File: src/hw/rtl/qsb_pkg.sv
package qsb_pkg;

  localparam int unsigned QueueDepth = 4;
  localparam int unsigned QueuePtrW  = $clog2(QueueDepth);
  localparam int unsigned QueueCntW  = $clog2(QueueDepth + 1);

  localparam logic [7:0] FILTER_NONE = 8'h00;
  localparam logic [7:0] FILTER_UP   = 8'h02;
  localparam logic [7:0] BYTE_WHITE  = 8'hff;
  localparam logic [7:0] BYTE_ZERO   = 8'h00;
  localparam logic [3:0] NIB_WHITE   = 4'hf;
  localparam logic [3:0] NIB_DARK    = 4'h0;
  localparam logic [7:0] MARGIN_RUN  = 8'd2;
  localparam logic [7:0] SIDE_RESET  = 8'd21;
  localparam logic [7:0] MARGIN_PAD  = 8'd4;

  localparam logic [4:0] LINE_LAST  = 5'd31;
  localparam logic [4:0] UP_LAST    = 5'd5;

  typedef enum logic [1:0] {
    CMD_START  = 2'd0,
    CMD_MODULE = 2'd1,
    CMD_FINISH = 2'd2,
    CMD_NONE   = 2'd3
  } cmd_t;

  typedef enum logic [2:0] {
    PH_LINE,
    PH_HEAD0,
    PH_HEAD1,
    PH_DATA,
    PH_TAIL,
    PH_UP
  } phase_t;

  typedef struct packed {
    cmd_t       kind;
    logic       row_start;
    logic       data_valid;
    logic       row_end;
    logic [7:0] data_byte;
    logic [7:0] len;
  } job_t;

endpackage

File: src/hw/rtl/qsb_front.sv
module qsb_front
  import qsb_pkg::*;
(
  input  logic       clk,
  input  logic       rst,
  input  logic       cfg_write_en,
  input  logic [7:0] cfg_write_data,
  input  logic       accept,
  input  logic [1:0] command,
  input  logic       module_dark,
  output logic       push,
  output job_t       job
);

  logic [7:0] side_modules;
  logic [7:0] column_index;
  logic [7:0] column_index_next;
  logic [3:0] held_nibble;
  logic [3:0] held_nibble_next;
  logic [3:0] nib;
  logic       odd;
  logic       row_end;
  logic [8:0] len_wide;
  cmd_t       cmd;

  always_ff @(posedge clk) begin
    if (rst) begin
      side_modules <= SIDE_RESET;
      column_index <= '0;
      held_nibble  <= NIB_WHITE;
    end else begin
      if (cfg_write_en) begin
        side_modules <= cfg_write_data;
      end
      if (accept) begin
        column_index <= column_index_next;
        held_nibble  <= held_nibble_next;
      end
    end
  end

  always_comb begin
    cmd      = cmd_t'(command);
    nib      = module_dark ? NIB_DARK : NIB_WHITE;
    odd      = column_index[0];
    row_end  = ({1'b0, column_index} + 9'd1) >= {1'b0, side_modules};
    len_wide = (({1'b0, side_modules} + 9'd1) >> 1) + {1'b0, MARGIN_PAD};

    job.kind       = cmd;
    job.row_start  = (column_index == '0);
    job.data_valid = odd || row_end;
    job.row_end    = row_end;
    job.data_byte  = odd ? {held_nibble, nib} : {nib, NIB_WHITE};
    job.len        = len_wide[7:0];

    column_index_next = column_index;
    held_nibble_next  = held_nibble;
    push              = 1'b0;
    case (cmd)
      CMD_START, CMD_FINISH: begin
        column_index_next = '0;
        held_nibble_next  = NIB_WHITE;
        push              = accept;
      end
      CMD_MODULE: begin
        held_nibble_next  = (odd || row_end) ? NIB_WHITE : nib;
        column_index_next = row_end ? '0 : column_index + 8'd1;
        push              = accept && (job.row_start || job.data_valid);
      end
      default: begin
        push = 1'b0;
      end
    endcase
  end

endmodule

File: src/hw/rtl/qsb_fifo.sv
module qsb_fifo
  import qsb_pkg::*;
(
  input  logic clk,
  input  logic rst,
  input  logic push,
  input  job_t push_job,
  output logic full,
  input  logic pop,
  output logic pop_valid,
  output job_t pop_job
);

  job_t                 entries [QueueDepth];
  logic [QueuePtrW-1:0] wr_ptr;
  logic [QueuePtrW-1:0] rd_ptr;
  logic [QueueCntW-1:0] count;

  assign full      = (count == QueueCntW'(QueueDepth));
  assign pop_valid = (count != '0);
  assign pop_job   = entries[rd_ptr];

  always_ff @(posedge clk) begin
    if (push && !full) begin
      entries[wr_ptr] <= push_job;
    end
  end

  always_ff @(posedge clk) begin
    if (rst) begin
      wr_ptr <= '0;
      rd_ptr <= '0;
      count  <= '0;
    end else begin
      if (push && !full) begin
        wr_ptr <= wr_ptr + 1'b1;
      end
      if (pop && pop_valid) begin
        rd_ptr <= rd_ptr + 1'b1;
      end
      case ({push && !full, pop && pop_valid})
        2'b10:   count <= count + 1'b1;
        2'b01:   count <= count - 1'b1;
        default: count <= count;
      endcase
    end
  end

endmodule

File: src/hw/rtl/qsb_back.sv
module qsb_back
  import qsb_pkg::*;
(
  input  logic       clk,
  input  logic       rst,
  input  logic       q_valid,
  input  job_t       q_job,
  output logic       pop,
  output logic       out_valid,
  input  logic       out_ready,
  output logic [7:0] byte_value,
  output logic [7:0] repeat_count,
  output logic       last
);

  logic       busy;
  logic       busy_next;
  phase_t     phase;
  phase_t     phase_next;
  logic [4:0] cnt;
  logic [4:0] cnt_next;
  job_t       job;
  job_t       job_next;
  logic       out_valid_next;

  logic       adv;
  logic [7:0] run_value;
  logic [7:0] run_count;
  logic       run_done;
  phase_t     run_phase;
  logic [4:0] run_cnt;

  always_ff @(posedge clk) begin
    if (rst) begin
      busy      <= 1'b0;
      phase     <= PH_LINE;
      cnt       <= '0;
      out_valid <= 1'b0;
    end else begin
      busy      <= busy_next;
      phase     <= phase_next;
      cnt       <= cnt_next;
      out_valid <= out_valid_next;
    end
  end

  always_ff @(posedge clk) begin
    job <= job_next;
    if (adv) begin
      byte_value   <= run_value;
      repeat_count <= run_count;
      last         <= run_done;
    end
  end

  always_comb begin
    run_value = BYTE_WHITE;
    run_count = 8'd1;
    run_done  = 1'b0;
    run_phase = phase;
    run_cnt   = cnt + 5'd1;
    case (phase)
      PH_LINE: begin
        if (!cnt[0]) begin
          run_value = (job.kind == CMD_START && cnt != '0) ? FILTER_UP : FILTER_NONE;
          run_count = 8'd1;
        end else begin
          run_value = (job.kind == CMD_START && cnt != 5'd1) ? BYTE_ZERO : BYTE_WHITE;
          run_count = job.len;
        end
        run_done = (cnt == LINE_LAST);
      end
      PH_HEAD0: begin
        run_value = FILTER_NONE;
        run_phase = PH_HEAD1;
      end
      PH_HEAD1: begin
        run_value = BYTE_WHITE;
        run_count = MARGIN_RUN;
        run_done  = !job.data_valid;
        run_phase = PH_DATA;
      end
      PH_DATA: begin
        run_value = job.data_byte;
        run_done  = !job.row_end;
        run_phase = PH_TAIL;
      end
      PH_TAIL: begin
        run_value = BYTE_WHITE;
        run_count = MARGIN_RUN;
        run_phase = PH_UP;
        run_cnt   = '0;
      end
      PH_UP: begin
        if (!cnt[0]) begin
          run_value = FILTER_UP;
          run_count = 8'd1;
        end else begin
          run_value = BYTE_ZERO;
          run_count = job.len;
        end
        run_done = (cnt == UP_LAST);
      end
      default: begin
        run_done = 1'b1;
      end
    endcase

    adv = busy && (!out_valid || out_ready);
    pop = q_valid && (!busy || (adv && run_done));

    busy_next  = busy;
    phase_next = phase;
    cnt_next   = cnt;
    job_next   = job;
    if (adv) begin
      phase_next = run_phase;
      cnt_next   = run_cnt;
      if (run_done) begin
        busy_next = 1'b0;
      end
    end
    if (pop) begin
      busy_next = 1'b1;
      job_next  = q_job;
      cnt_next  = '0;
      if (q_job.kind == CMD_MODULE) begin
        phase_next = q_job.row_start ? PH_HEAD0 : PH_DATA;
      end else begin
        phase_next = PH_LINE;
      end
    end

    out_valid_next = adv ? 1'b1 : (out_ready ? 1'b0 : out_valid);
  end

endmodule

File: src/hw/rtl/qr_module_png_scanline_builder.sv
// QR module to PNG scanline run builder.
// Input channel (in_valid/in_ready): one request per command. START gives the
// 16 top margin lines, MODULE gives one QR module in row order, FINISH gives
// the 16 bottom margin lines. Output channel (out_valid/out_ready): one
// (byte_value, repeat_count) run per transfer; last marks the final run of a
// request. Scanlines are a filter byte plus ceil(side/2)+4 bytes, scaled 4x.
// cfg_write_en/cfg_write_data set side_modules (reset 21); the user must
// write it only while idle; the block does not enforce it. A request is taken
// whenever the 4-entry job queue has room, and its job reaches the back end's
// job register once the back end is free. The run expander sends one run per
// cycle unless out_ready stalls it; a request gives 32 runs for START/FINISH,
// up to 10 at a row end, 1 for most modules, 0 for a held even column (2 at a
// row start). Modules stream at one per cycle until row-end bursts fill the
// queue. Reset clears the queue, the run expander and the column state.
// When the receiver stalls, the current run holds on the output register,
// the expander pauses, and in_ready drops once the queue is full.
module qr_module_png_scanline_builder
  import qsb_pkg::*;
(
  input  logic       clk,
  input  logic       rst,
  input  logic       cfg_write_en,
  input  logic [7:0] cfg_write_data,
  input  logic       in_valid,
  output logic       in_ready,
  input  logic [1:0] command,
  input  logic       module_dark,
  output logic       out_valid,
  input  logic       out_ready,
  output logic [7:0] byte_value,
  output logic [7:0] repeat_count,
  output logic       last
);

  logic q_full;
  logic q_push;
  job_t q_push_job;
  logic q_pop;
  logic q_valid;
  job_t q_job;

  assign in_ready = !q_full;

  qsb_front u_front (
    .clk            (clk),
    .rst            (rst),
    .cfg_write_en   (cfg_write_en),
    .cfg_write_data (cfg_write_data),
    .accept         (in_valid && in_ready),
    .command        (command),
    .module_dark    (module_dark),
    .push           (q_push),
    .job            (q_push_job)
  );

  qsb_fifo u_fifo (
    .clk       (clk),
    .rst       (rst),
    .push      (q_push),
    .push_job  (q_push_job),
    .full      (q_full),
    .pop       (q_pop),
    .pop_valid (q_valid),
    .pop_job   (q_job)
  );

  qsb_back u_back (
    .clk          (clk),
    .rst          (rst),
    .q_valid      (q_valid),
    .q_job        (q_job),
    .pop          (q_pop),
    .out_valid    (out_valid),
    .out_ready    (out_ready),
    .byte_value   (byte_value),
    .repeat_count (repeat_count),
    .last         (last)
  );

endmodule

File: config.mk
export PLATFORM = sky130hd
export DESIGN_NAME = qr_module_png_scanline_builder
export DESIGN_NICKNAME = d
export VERILOG_FILES = /design/src/hw/rtl/qsb_pkg.sv /design/src/hw/rtl/qsb_front.sv /design/src/hw/rtl/qsb_fifo.sv /design/src/hw/rtl/qsb_back.sv /design/src/hw/rtl/qr_module_png_scanline_builder.sv
export SDC_FILE = /design/constraint.sdc
export NUM_CORES = 1
export LEC_CHECK = 0
export ABC_AREA = 1
export BUFFER_PORTS_ARGS = -buffer_cell sky130_fd_sc_hd__clkbuf_2
export CAP_MARGIN = 20
export CORE_MARGIN = 5
export CORE_UTILIZATION = 45
export DETAILED_ROUTE_END_ITERATION = 8
export PLACE_DENSITY = 0.69
export SLEW_MARGIN = 20
export SYNTH_ARGS = -nofsm -noshare
export SYNTH_HDL_FRONTEND = slang
export SYNTH_HIERARCHICAL = 1
export SYNTH_SLANG_ARGS = --single-unit
File: constraint.sdc
create_clock -name clk -period 4.1 [get_ports clk]
set_input_delay 1.23 -clock clk [delete_from_list [all_inputs] [get_ports clk]]
set_output_delay 1.23 -clock clk [all_outputs]
set_load 0.02 [all_outputs]
## Yosys cells after proc, flatten, opt, wreduce, memory -nomap -nowiden

Memories as Yosys holds them, arrays and structs flattened. A register that Yosys moved wholly into a read port is not among the register bits.
Index checks and enable logic that the tools add are counted.

- Shifts and indexed selects: 0
- $mul: 0
- Equal/unequal tests: 14
- Divide/modulo/power cells: 0
- Reductions and logical operators: 38
- Bitwise gates (word level): 0
- $lt $le $gt $ge: 1
- Mux-type cells: 31
- Add/sub/neg operators: 9

Operator list:

| kind | number |
|---|---|
| 8-bit two-way mux | 5 |
| 8-bit case mux with 2 select lines | 2 |
| 8-bit case mux with 4 select lines | 1 |
| 8-bit by 1-bit adder with 9-bit output (second input constant) | 2 |
| 3-bit case mux with 4 select lines | 1 |
| 2-bit two-way mux | 5 |
| 2-bit nonzero test | 5 |
| 5-bit nonzero test | 2 |
| 2-bit OR reduction | 5 |
| 3-bit == test (second input constant) | 3 |
| 9-bit by 8-bit greater-or-equal comparator with 1-bit output | 1 |
| 1-bit logical AND | 9 |
| 3-bit two-way mux | 3 |
| 8-bit by 1-bit adder with 8-bit output (second input constant) | 1 |
| 8-bit by 3-bit adder with 8-bit output (second input constant) | 1 |
| 8-bit zero test | 1 |
| 4-bit two-way mux | 2 |
| 4-bit case mux with 2 select lines | 1 |
| 1-bit two-way mux | 7 |
| 2-bit by 1-bit == test with 1-bit output (second input constant) | 3 |
| 3-bit by 2-bit == test with 1-bit output (second input constant) | 2 |
| 3-bit case mux with 2 select lines | 1 |
| 2-bit AND reduction | 3 |
| 5-bit by 1-bit adder with 5-bit output (second input constant) | 1 |
| other kinds (16) | 26 |

- Bits in writable memories: 84
- Output and inout bits: 19
- Register bits: 74
- Memories kept: 1
- ROM bits: 0
- Word-level logic and storage cells: 112
- Latch bits: 0
- Input port bits: 16

Memory list:

| name | depth | width | rd ports | clocked after memory_dff | write ports | line | source |
|---|---|---|---|---|---|---|---|
| u_fifo.entries | 4 | 21 | 1 | 1 | 1 | qsb_fifo.sv:14 | `job_t entries [QueueDepth];` |

## Longest topological paths before layout

Gate-level depths: netlist (run 1).

- Depth in word-level cells: 9
- Gate-level depth with buffers: 28
- Depth with buffers taken out: 28

## Modules after synthesis

The synthesis (run 1) kept the hierarchy.

By module, submodules not included:

| module | instances | sequential area each (um2) | area each (um2) | cells each |
|---|---|---|---|---|
| qsb_fifo | 1 | 2,702.6 | 3,662.3 | 273 |
| qsb_back | 1 | 1,311.3 | 1,946.9 | 174 |
| qsb_front | 1 | 340.3 | 1,273.7 | 184 |
| qr_module_png_scanline_builder | 1 | 0.0 | 13.8 | 3 |

## Worst setup path after synthesis (run 1)

Ideal clock, no wire load.

- Kind: input to register
- Start: input out_ready
- End: register u_fifo.count[1]
- Required time: 4.030 ns
- Setup slack: 0.364 ns
- Stages: 14
- Data arrival time: 3.666 ns
- Path buffers: 0
- Library setup time: 0.070 ns
- Path through: inv_1 > nand2_1 > nand2_1 > clkinv_1 > nand2_2 > nand2_4 > nand2_8 > inv_1 > nand2_2 > inv_2 > ha_1 > inv_1 > fa_1 > a21oi_1

- Cells in the longest elaborated chain, start to end: 8
- Elaborated cells on any way between the ends: 10
- Those cells by class: eq/ne: 2; mux: 1; reduce/logical: 7

RTL lines:

| what | line | source |
|---|---|---|
| start, declared | qr_module_png_scanline_builder.sv:29 | `input logic out_ready,` |
| 1-bit logical OR * | qsb_back.sv:109 | `adv = busy && (!out_valid \|\| out_ready);` |
| 1-bit logical AND * | qsb_back.sv:109 |  |
| named net u_back.adv | qsb_back.sv:26 | `logic adv;` |
| 1-bit logical AND * | qsb_back.sv:110 | `pop = q_valid && (!busy \|\| (adv && run_done));` |
| 1-bit logical OR * | qsb_back.sv:110 |  |
| 1-bit logical AND * | qsb_back.sv:110 |  |
| named net q_pop | qr_module_png_scanline_builder.sv:38 | `logic q_pop;` |
| 1-bit logical AND * | qsb_fifo.sv:41 | `case ({push && !full, pop && pop_valid})` |
| 2-bit by 1-bit == test with 1-bit output / 2-bit == test (equally long branches) | qsb_fifo.sv:41 |  |
| 3-bit case mux with 2 select lines / 2-bit nonzero test (equally long branches) | -- |  |
| end signal, assigned | qsb_fifo.sv:42 | `2'b10: count <= count + 1'b1;` |
| end signal, assigned | qsb_fifo.sv:43 | `2'b01: count <= count - 1'b1;` |
| end signal, assigned | qsb_fifo.sv:44 | `default: count <= count;` |
| end, declared | qsb_fifo.sv:17 | `logic [QueueCntW-1:0] count;` |

The timed path passes the listed nets; every way through them passes the cells marked *.
A chain may end at the register's enable or synchronous reset.

==> flow_summary.toml, run 1 <==
[status]
status = "finished, final reports clean"

[floorplan]
dieArea_mm2 = 0.0179
rows = 45
die_y_um = 134
io_pins = 35
coreArea_mm2 = 0.0151
initial_core_util_pct = 45.7
die_w_um = 134

[layout]
diodes = 0
nets = 709
drive_gt1_share_pct = 15.0
seq_area_mm2 = 0.00435
syn_to_final_growth_pct = 12.7
multi_input_area_mm2 = 0.00202
num-fill-cells = 1343

[setup_path]
cp_max_fo = 9
reg2reg_depth = 25
crit_arrival_ns = 3.98
slowest_delay_ns = 0.52
setup.worst_path.class = "flip-flop to flip-flop"
worstPathRequired_ns = 4.41
cp-start-kind = "flip-flop"
cpMostUsedCell = "nand2_1"
endpoint_kind = "flip-flop"
slowest_stage = "dfxtp_1"

[yosys]
synth_nets = 671
synthTopCellsByArea = "edfxtp_1 53%, dfxtp_1 10%, inv_1 4.4%"
postSynthCellCount = 634
synth.most_common_cell = "edfxtp_1"
synth_enable_flop_cells = 121
yosys.area.top_type = "edfxtp_1"
synth_mux_area_share_pct = 0
synth_warnings = 6
synth_top_area_share_pct = 52.7
synth_flop_cell = "edfxtp_1"
avgSynthCellArea_um2 = 10.9
yosysSeqAreaShare_pct = 63.1
synthTopCellsByCount = "121 x edfxtp_1, 81 x inv_1, 79 x nor2_1, 75 x nand2_1, 38 x o21ai_0"
synth_compound_area_share_pct = 9.94
synth_top_family_by_area = "simple AND/OR/NAND/NOR gates"
synthArstFlopShare_pct = 0
synth-xor-area-share_pct = 1.90
synth-simple-area-share_pct = 13.6
synth-seq-cells = 157
synth_area_mm2 = 0.00690
synthAdderAreaFrac_pct = 3.92
synth_cell_types = 40

[timing]
tns_ns = 0
period_share_pct = 89.5
max_freq_mhz = 272
skew_ns = 0.00781
final_max_slew_viol_count = 0
setup_viol = 0
hold_slack_ns = 0.497
worst_slew_pin_slew_ns = 1.01
slew_headroom_pct = 32.5
finalHoldViolCount = 0
rsz0062_at_grt = "no"
fin_crit_ns = 3.67

[power]
peakVddDrop_v = 0.000345
leakage_nw = 3.05
power_w = 0.00500
powerDensity_mw_per_mm2 = 643

[route]
via_count = 4441
routed_via_density = 5.09
antenna_left = 0
routedWlPerCell_um = 14.4
routed_wl_um = 12600
drc = 0
drtPass1Iterations = 5
drtIter0Drc = 250

[global_routing]
grt_pass1_vias = 4358
grtUsageTotal_pct = 15.0
grt_max_degree = 43
overflow = 0
antenna_found_initial = 0
grt_pass1_wl_um = 21200

[clock_tree]
path_clk_slew_ns = 0.06
ctsResizeCount = 0
clock-root-buffer = "clkbuf_16"
cts_max_level = 4
cts_hold_buffers = 0
clockBufferDepth = 2
cts_tree = "done"
post_cts_buffers = 0
clk_latency_ns = 0.42
cts.sinks = 157
numCtsBuffers = 17

[hold_path]
whs_path_depth = 2
hold_path_class = "flip-flop to flip-flop"

[placement]
dp_hpwl_um = 8290
port_buffers = 34
gp_congestion = 0.860

[flow_run]
cap_violations = 0
-- registers in the layout, summed over array words and instances (netlist names), 2 cells and up, named ones only --
register / count
u_back/byte_value: 8
u_back/cnt: 5
u_back/job: 20
u_back/phase: 3
u_back/repeat_count: 8
u_fifo/count: 3
u_fifo/entries: 84
u_fifo/rd_ptr: 2
u_fifo/wr_ptr: 2
u_front/column_index: 8
u_front/side_modules: 8
-- where the power goes --
| part | switching [W] | internal [W] | total [W] |
|---|---|---|---|
| combinational | 0.000832 | 0.000354 | 0.00119 |
| sequential | 0.000156 | 0.00213 | 0.00228 |
| clock | 0.000589 | 0.000935 | 0.00152 |
-- metal layers --
layer  vias to the layer above  global-route usage (%)  part of all wire, %  wire (um)
met2                       124                    24.7                   48       6040
li1                       2230                       -                    -          -
met1                      2075                    18.7                   45       5630
met5                         -                       0                    0          0
met4                         0                    4.51                  1.0        128
met3                        12                    5.10                  6.2        776
-- stage by stage --
step	util (%)	instance area, um^2	setup WS [ns]	instances
global placement	47.6	7180	0.760	841
CTS	51.5	7770	0.469	873
detailed placement	47.6	7180	0.491	841
floorplan	-	6900	0.364	634
global route	51.5	7770	0.0974	873
finish	51.5	7770	0.430	873
-- area by class of cell --
type	instances	share of cell area [%]
clock buffer	22	6.52
sequential	157	56.0
inverter	87	4.27
clock inverter	10	1.08
tap	188	3.03
timing repair buffer	43	3.06
multi-input combinational	366	26.0
-- final timing paths --
| path | from | endpoint | slack [ns] |
|---|---|---|---|
| worst min register to register | u_front/column_index[7] | u_front/column_index[7] | 0.50 |
| worst max-delay path | u_front/column_index[0] | u_fifo/count[2] | 0.43 |
| worst max register to register | u_front/column_index[0] | u_fifo/count[2] | 0.43 |
| worst min-delay path | u_front/column_index[7] | u_front/column_index[7] | 0.50 |
-- logic make-up after synthesis --
logic type	count (synthesis)
compound gates	125
xor+xnor	15
fa+ha+maj	21
buf+inv	111
flops	157
simple gates	205
-- worst max-delay path: cells and delay by family, from the launching register on --
| family | cells | cell delay (ns) |
|---|---|---|
| simple gates | 16 | 1.44 |
| xor+xnor | 1 | 0.25 |
| flops | 1 | 0.52 |
| buf+inv | 4 | 0.26 |
| fa+ha+maj | 4 | 1.09 |
-- layout by cell type (no fill, tap or decap), types with 3 or more instances in the layout --
master	Yosys	routed
edfxtp_1	121	121
inv_1	81	81
nor2_1	79	79
nand2_1	75	75
o21ai_0	38	38
dfxtp_1	36	36
clkbuf_2	0	34
a21oi_1	30	30
o21ai_1	25	25
nand3_1	21	21
o22ai_1	21	21
ha_1	20	20
clkbuf_16	0	19
xor2_1	13	13
buf_4	11	9
clkinv_2	0	5
nand2_2	5	5
nand4_1	5	5
nor2_2	4	4
nand2_4	4	4
a211oi_1	4	4
inv_2	4	4
nor2_4	3	3
(Power assumes the default switching activity.)
==> run 2, diff against run 1 <==
--- a/config.mk
+++ b/config.mk
@@ -9,9 +9,10 @@
 export BUFFER_PORTS_ARGS = -buffer_cell sky130_fd_sc_hd__clkbuf_2
 export CAP_MARGIN = 20
 export CORE_MARGIN = 5
-export CORE_UTILIZATION = 45
+export CORE_UTILIZATION = 57
+export CTS_CLUSTER_SIZE = 12
 export DETAILED_ROUTE_END_ITERATION = 8
-export PLACE_DENSITY = 0.69
+export PLACE_DENSITY = 0.82
 export SLEW_MARGIN = 20
 export SYNTH_ARGS = -nofsm -noshare
 export SYNTH_HDL_FRONTEND = slang
==> run 2 against run 1 <==
  * Highest routed layer unchanged
  * Maximum frequency decreased by 0.79%
  * Critical path type unchanged
  * Critical path depth unchanged
  * First-iteration DRC count up 70%
  * Combinational power grew 4%
  * Clock power grew 4%
  * Register-to-register slack worse by 0.03 ns
  * Largest cell class unchanged
  * Global-route usage grew 3.9 points
  * Clock skew decreased by 0.0014 ns
  * Sequential cell count did not move
  * Design area down 0.60%
==> flow_summary.toml, run 2 (synthesized netlist as in run 1, its figures left out) <==
[status]
status = "finished, final reports clean"

[timing]
fin_crit_ns = 3.70
final_max_slew_viol_count = 0
period_share_pct = 90.2
max_freq_mhz = 270
fin_ws_ns = 0.400
rsz0062_at_grt = "no"
finalHoldViolCount = 0
setup_viol = 0
worst_slew_pin_slew_ns = 0.883
skew_ns = 0.00644
slew_headroom_pct = 40.6
tns_ns = 0

[setup_path]
worstPathRequired_ns = 4.40
cp-start-kind = "flip-flop"
setup.worst_path.class = "flip-flop to flip-flop"
cp_max_fo = 9
crit_arrival_ns = 4.00
endpoint_kind = "flip-flop"

[floorplan]
initial_core_util_pct = 57.9
coreArea_mm2 = 0.0119
die_w_um = 120
rows = 40
io_pins = 35
die_y_um = 120
dieArea_mm2 = 0.0144

[global_routing]
antenna_found_initial = 0
grt_pass1_vias = 4527
overflow = 0
grtUsageTotal_pct = 18.9
grt_max_degree = 44
grt_pass1_wl_um = 21400

[layout]
final_cell_mix = "121 x edfxtp_1, 81 x inv_1, 79 x nor2_1"
largest_register_ffs = 84
drive_gt1_share_pct = 14.5
finalInstanceArea_mm2 = 0.00772
fin_util_pct = 64.9
seq_area_mm2 = 0.00435
reg.largest.list = "u_fifo/entries x84, u_back/job x20"
num-fill-cells = 890
syn_to_final_growth_pct = 12.0
multi_input_area_mm2 = 0.00202
mostFrequentLayoutCell = "edfxtp_1"
nets = 709
regMostFlops = "u_fifo/entries"
diodes = 0

[power]
clkPwrFrac_pct = 31.1
peakVddDrop_v = 0.000238
power_frac_comb_pct = 24.5
swShare_pct = 31.0
leakage_nw = 3.04
powerDensity_mw_per_mm2 = 656
internal_power_w = 0.00350
power_w = 0.00507
pwr-share-seq_pct = 44.4
switchingPower_w = 0.00157

[flow_run]
cap_violations = 0

[clock_tree]
ctsResizeCount = 0
clock-root-buffer = "clkbuf_16"
clockBufferDepth = 2
cts_tree = "done"
cts.sinks = 157
cts_max_level = 4
numCtsBuffers = 17
cts_hold_buffers = 0
path_clk_slew_ns = 0.05
clk_latency_ns = 0.41
post_cts_buffers = 0

[route]
drtPass1Iterations = 5
routed_wl_um = 12800
via_count = 4509
antenna_left = 0
drc = 0
routedWlPerCell_um = 15.4
routed_via_density = 5.42
drtIter0Drc = 425

[hold_path]
hold_path_class = "flip-flop to flip-flop"

[placement]
dp_slack_ns = 0.490
port_buffers = 34
placedInstanceArea_mm2 = 0.00713
dp_hpwl_um = 8610
gp_congestion = 0.836
==> run 2: cell type report <==
cell class | instances | share of cell area (%)
tap | 147 | 2.38
clock buffer | 23 | 5.80
inverter | 87 | 4.29
multi-input combinational | 366 | 26.2
timing repair buffer | 43 | 3.08
clock inverter | 9 | 1.91
sequential | 157 | 56.4
==> run 2: power groups by stage <==
stage	combinational, W	sequential (W)	clock (W)
after global routing	0.00139	0.00228	0.00168
after CTS	0.00124	0.00225	0.00161
after global placement	0.00117	0.00226	0
after floorplan	0.000879	0.00235	0
after detailed placement	0.00124	0.00228	0
final	0.00124	0.00225	0.00158
==> run 2: final timing paths <==
path,to,from,cells past startpoint,slack (ns)
worst min register to register,u_back/cnt[1],u_back/cnt[1],2,0.50
worst max register to register,u_fifo/count[2],u_front/column_index[0],25,0.40
worst min-delay path,u_back/cnt[1],u_back/cnt[1],2,0.50
worst max-delay path,u_fifo/count[2],u_front/column_index[0],25,0.40
==> run 2: per-stage QoR <==
stage | cells | hold WS [ns]
after floorplan | 634 | 0.459
after global placement | 800 | 0.480
after detailed placement | 800 | 0.492
after CTS | 832 | 0.501
after global routing | 832 | 0.522
final | 832 | 0.499
==> run 2: worst max-delay path, stage by stage, from the launching register on <==
cell and delay [ns]:
dfxtp_1 0.51, ha_1 0.24, nand3_1 0.11, nor2_1 0.17
xor2_1 0.23, ha_1 0.28, nand2_1 0.07, inv_1 0.04
nand2_1 0.05, nand2_1 0.05, nand2_1 0.08, nand2_1 0.16
nor2_1 0.19, nand2_1 0.07, nand2_1 0.10, inv_1 0.10
nand2_4 0.12, ha_1 0.19, inv_1 0.07, fa_1 0.37
inv_1 0.08, nand2_1 0.06, nand3_1 0.09, nand2_1 0.05
nand2_1 0.05, nor2_1 0.05
==> run 2: routing by layer <==
metal	part of all wire [%]	track usage (%)
met1	43	23.2
met2	51	32.1
met3	4.8	5.00
met4	1.3	6.94
met5	0	0
==> run 3, diff against run 2 <==
--- a/config.mk
+++ b/config.mk
@@ -9,10 +9,11 @@
 export BUFFER_PORTS_ARGS = -buffer_cell sky130_fd_sc_hd__clkbuf_2
 export CAP_MARGIN = 20
 export CORE_MARGIN = 5
-export CORE_UTILIZATION = 57
+export CORE_UTILIZATION = 60
 export CTS_CLUSTER_SIZE = 12
 export DETAILED_ROUTE_END_ITERATION = 8
-export PLACE_DENSITY = 0.82
+export HOLD_SLACK_MARGIN = 0.08
+export PLACE_DENSITY = 0.85
 export SLEW_MARGIN = 20
 export SYNTH_ARGS = -nofsm -noshare
 export SYNTH_HDL_FRONTEND = slang
==> run 3 against run 2 <==
  * Sequential share of layout area fell by 0.38 points
  * Via count decreased by 0.24%
  * Wire length is 3.8% lower
  * Setup slack better by 0.13 ns
  * Register-to-register slack gained 0.13 ns
  * Combinational power down 3%
  * Largest power group unchanged
==> flow_summary.toml, run 3 (synthesized netlist as in run 1, its figures left out) <==
[clock_tree]
clockBufferDepth = 2
cts.sinks = 157
clk_latency_ns = 0.42
cts_max_level = 4
ctsResizeCount = 0
numCtsBuffers = 17
cts_tree = "done"
clock-root-buffer = "clkbuf_16"
cts_hold_buffers = 0
post_cts_buffers = 0
path_clk_slew_ns = 0.06

[layout]
syn_to_final_growth_pct = 12.8
num-fill-cells = 778
nets = 709
regMostFlops = "u_fifo/entries"
largest_register_ffs = 84
final_cell_mix = "121 x edfxtp_1, 81 x inv_1, 79 x nor2_1"
diodes = 0
mostFrequentLayoutCell = "edfxtp_1"
drive_gt1_share_pct = 14.9
reg.largest.list = "u_fifo/entries x84, u_back/job x20"

[power]
leakage_nw = 3.07
peakVddDrop_v = 0.000427
powerDensity_mw_per_mm2 = 667

[global_routing]
grt_pass1_wl_um = 20300
grt_max_degree = 43
grtUsageTotal_pct = 19.5
overflow = 0
antenna_found_initial = 0
grt_pass1_vias = 4273

[floorplan]
die_w_um = 117
die_y_um = 117
coreArea_mm2 = 0.0113
io_pins = 35
initial_core_util_pct = 60.9
dieArea_mm2 = 0.0137
rows = 39

[route]
drtPass1Iterations = 7
routedWlPerCell_um = 14.9
drtIter0Drc = 387
drc = 0
routed_via_density = 5.43
antenna_left = 0
via_count = 4498
routed_wl_um = 12300

[setup_path]
crit_start = "u_front/column_index[0]"
worstSetupEndpoint = "u_fifo/count[2]"
timing.rr.end = "u_fifo/count[2]"
path_buf_inv = 4
reg2reg_depth = 25
cpMostUsedCell = "nand2_1"
crit_arrival_ns = 3.88
cp-start-kind = "flip-flop"
slowest_delay_ns = 0.49
crit_family = "simple AND/OR/NAND/NOR gates"
ff2ff_setup_slack_ns = 0.53
endpoint_kind = "flip-flop"
setup.worst_path.class = "flip-flop to flip-flop"
worstPathRequired_ns = 4.42
cp_max_fo = 9
slowest_stage = "dfxtp_1"
critical_path_depth = 25
r2r-start = "u_front/column_index[0]"

[timing]
rsz0062_at_grt = "no"
skew_ns = 0.0106
period_share_pct = 87.0
slew_headroom_pct = 34.5
max_freq_mhz = 280
fin_ws_ns = 0.534
finalHoldViolCount = 0
setup_viol = 0
worst_slew_pin_slew_ns = 0.973
tns_ns = 0
fin_crit_ns = 3.57
final_max_slew_viol_count = 0

[placement]
dp_hpwl_um = 8290
gp_congestion = 0.914
port_buffers = 34
dp_slack_ns = 0.643

[status]
status = "finished, final reports clean"

[flow_run]
cap_violations = 0

[hold_path]
hp-start = "u_back/out_valid"
hold_path_class = "flip-flop to flip-flop"
run 3: area by class of cell:
type	instances	area, um^2	area share (%)
Timing Repair Buffer	43	238	3.06
Clock inverter	13	220	2.83
Multi-Input combinational cell	366	2020	26.0
Sequential cell	157	4350	56.0
Inverter	87	332	4.26
Tap cell	143	179	2.30
Clock buffer	19	433	5.57
run 3: per-layer routing:
| metal | global-route usage [%] | routed length (um) | share of wire, % |
|---|---|---|---|
| met5 | 0 | 0 | 0 |
| met4 | 7.11 | 172 | 1.4 |
| met3 | 6.48 | 962 | 7.8 |
| met2 | 32.4 | 6180 | 50 |
| met1 | 23.9 | 5010 | 41 |
run 3: where the power goes:
| group | internal (W) | switching (W) | total [W] | leakage (nW) |
|---|---|---|---|---|
| registers | 0.00213 | 0.000144 | 0.00227 | 1.40 |
| logic | 0.000353 | 0.000846 | 0.00120 | 1.36 |
| clock network | 0.00113 | 0.000580 | 0.00171 | 0.318 |
run 3: tightest hold or removal path: cells and delay by family, from the launching register on:
family           cells  cell delay, ns
AO/OA/AOI/OAI        1            0.06
flip-flops           1            0.31
AND/OR/NAND/NOR      1            0.08
run 3: how the worst min path moves through the flow:
stage	to	slack (ns)	cells past startpoint
floorplan	u_front/column_index[7]	0.46	2
global placement	flip-flop	0.48	2
detailed placement	u_front/column_index[7]	0.49	2
CTS	u_front/column_index[7]	0.49	2
global route	u_fifo/rd_ptr[1]	0.51	2
finish	u_back/out_valid	0.49	2
run 3: stage by stage:
step           util (%)  instances  area [um^2]  power [W]  hold slack, ns
2_1_floorplan         -        634         6900    0.00323           0.459
3_3_place_gp       62.9        796         7120    0.00344           0.478
3_5_place_dp       62.9        796         7120    0.00350           0.485
4_1_cts            68.7        828         7780    0.00522           0.490
5_1_grt            68.7        828         7780    0.00548           0.511
6_report           68.7        828         7780    0.00519           0.495
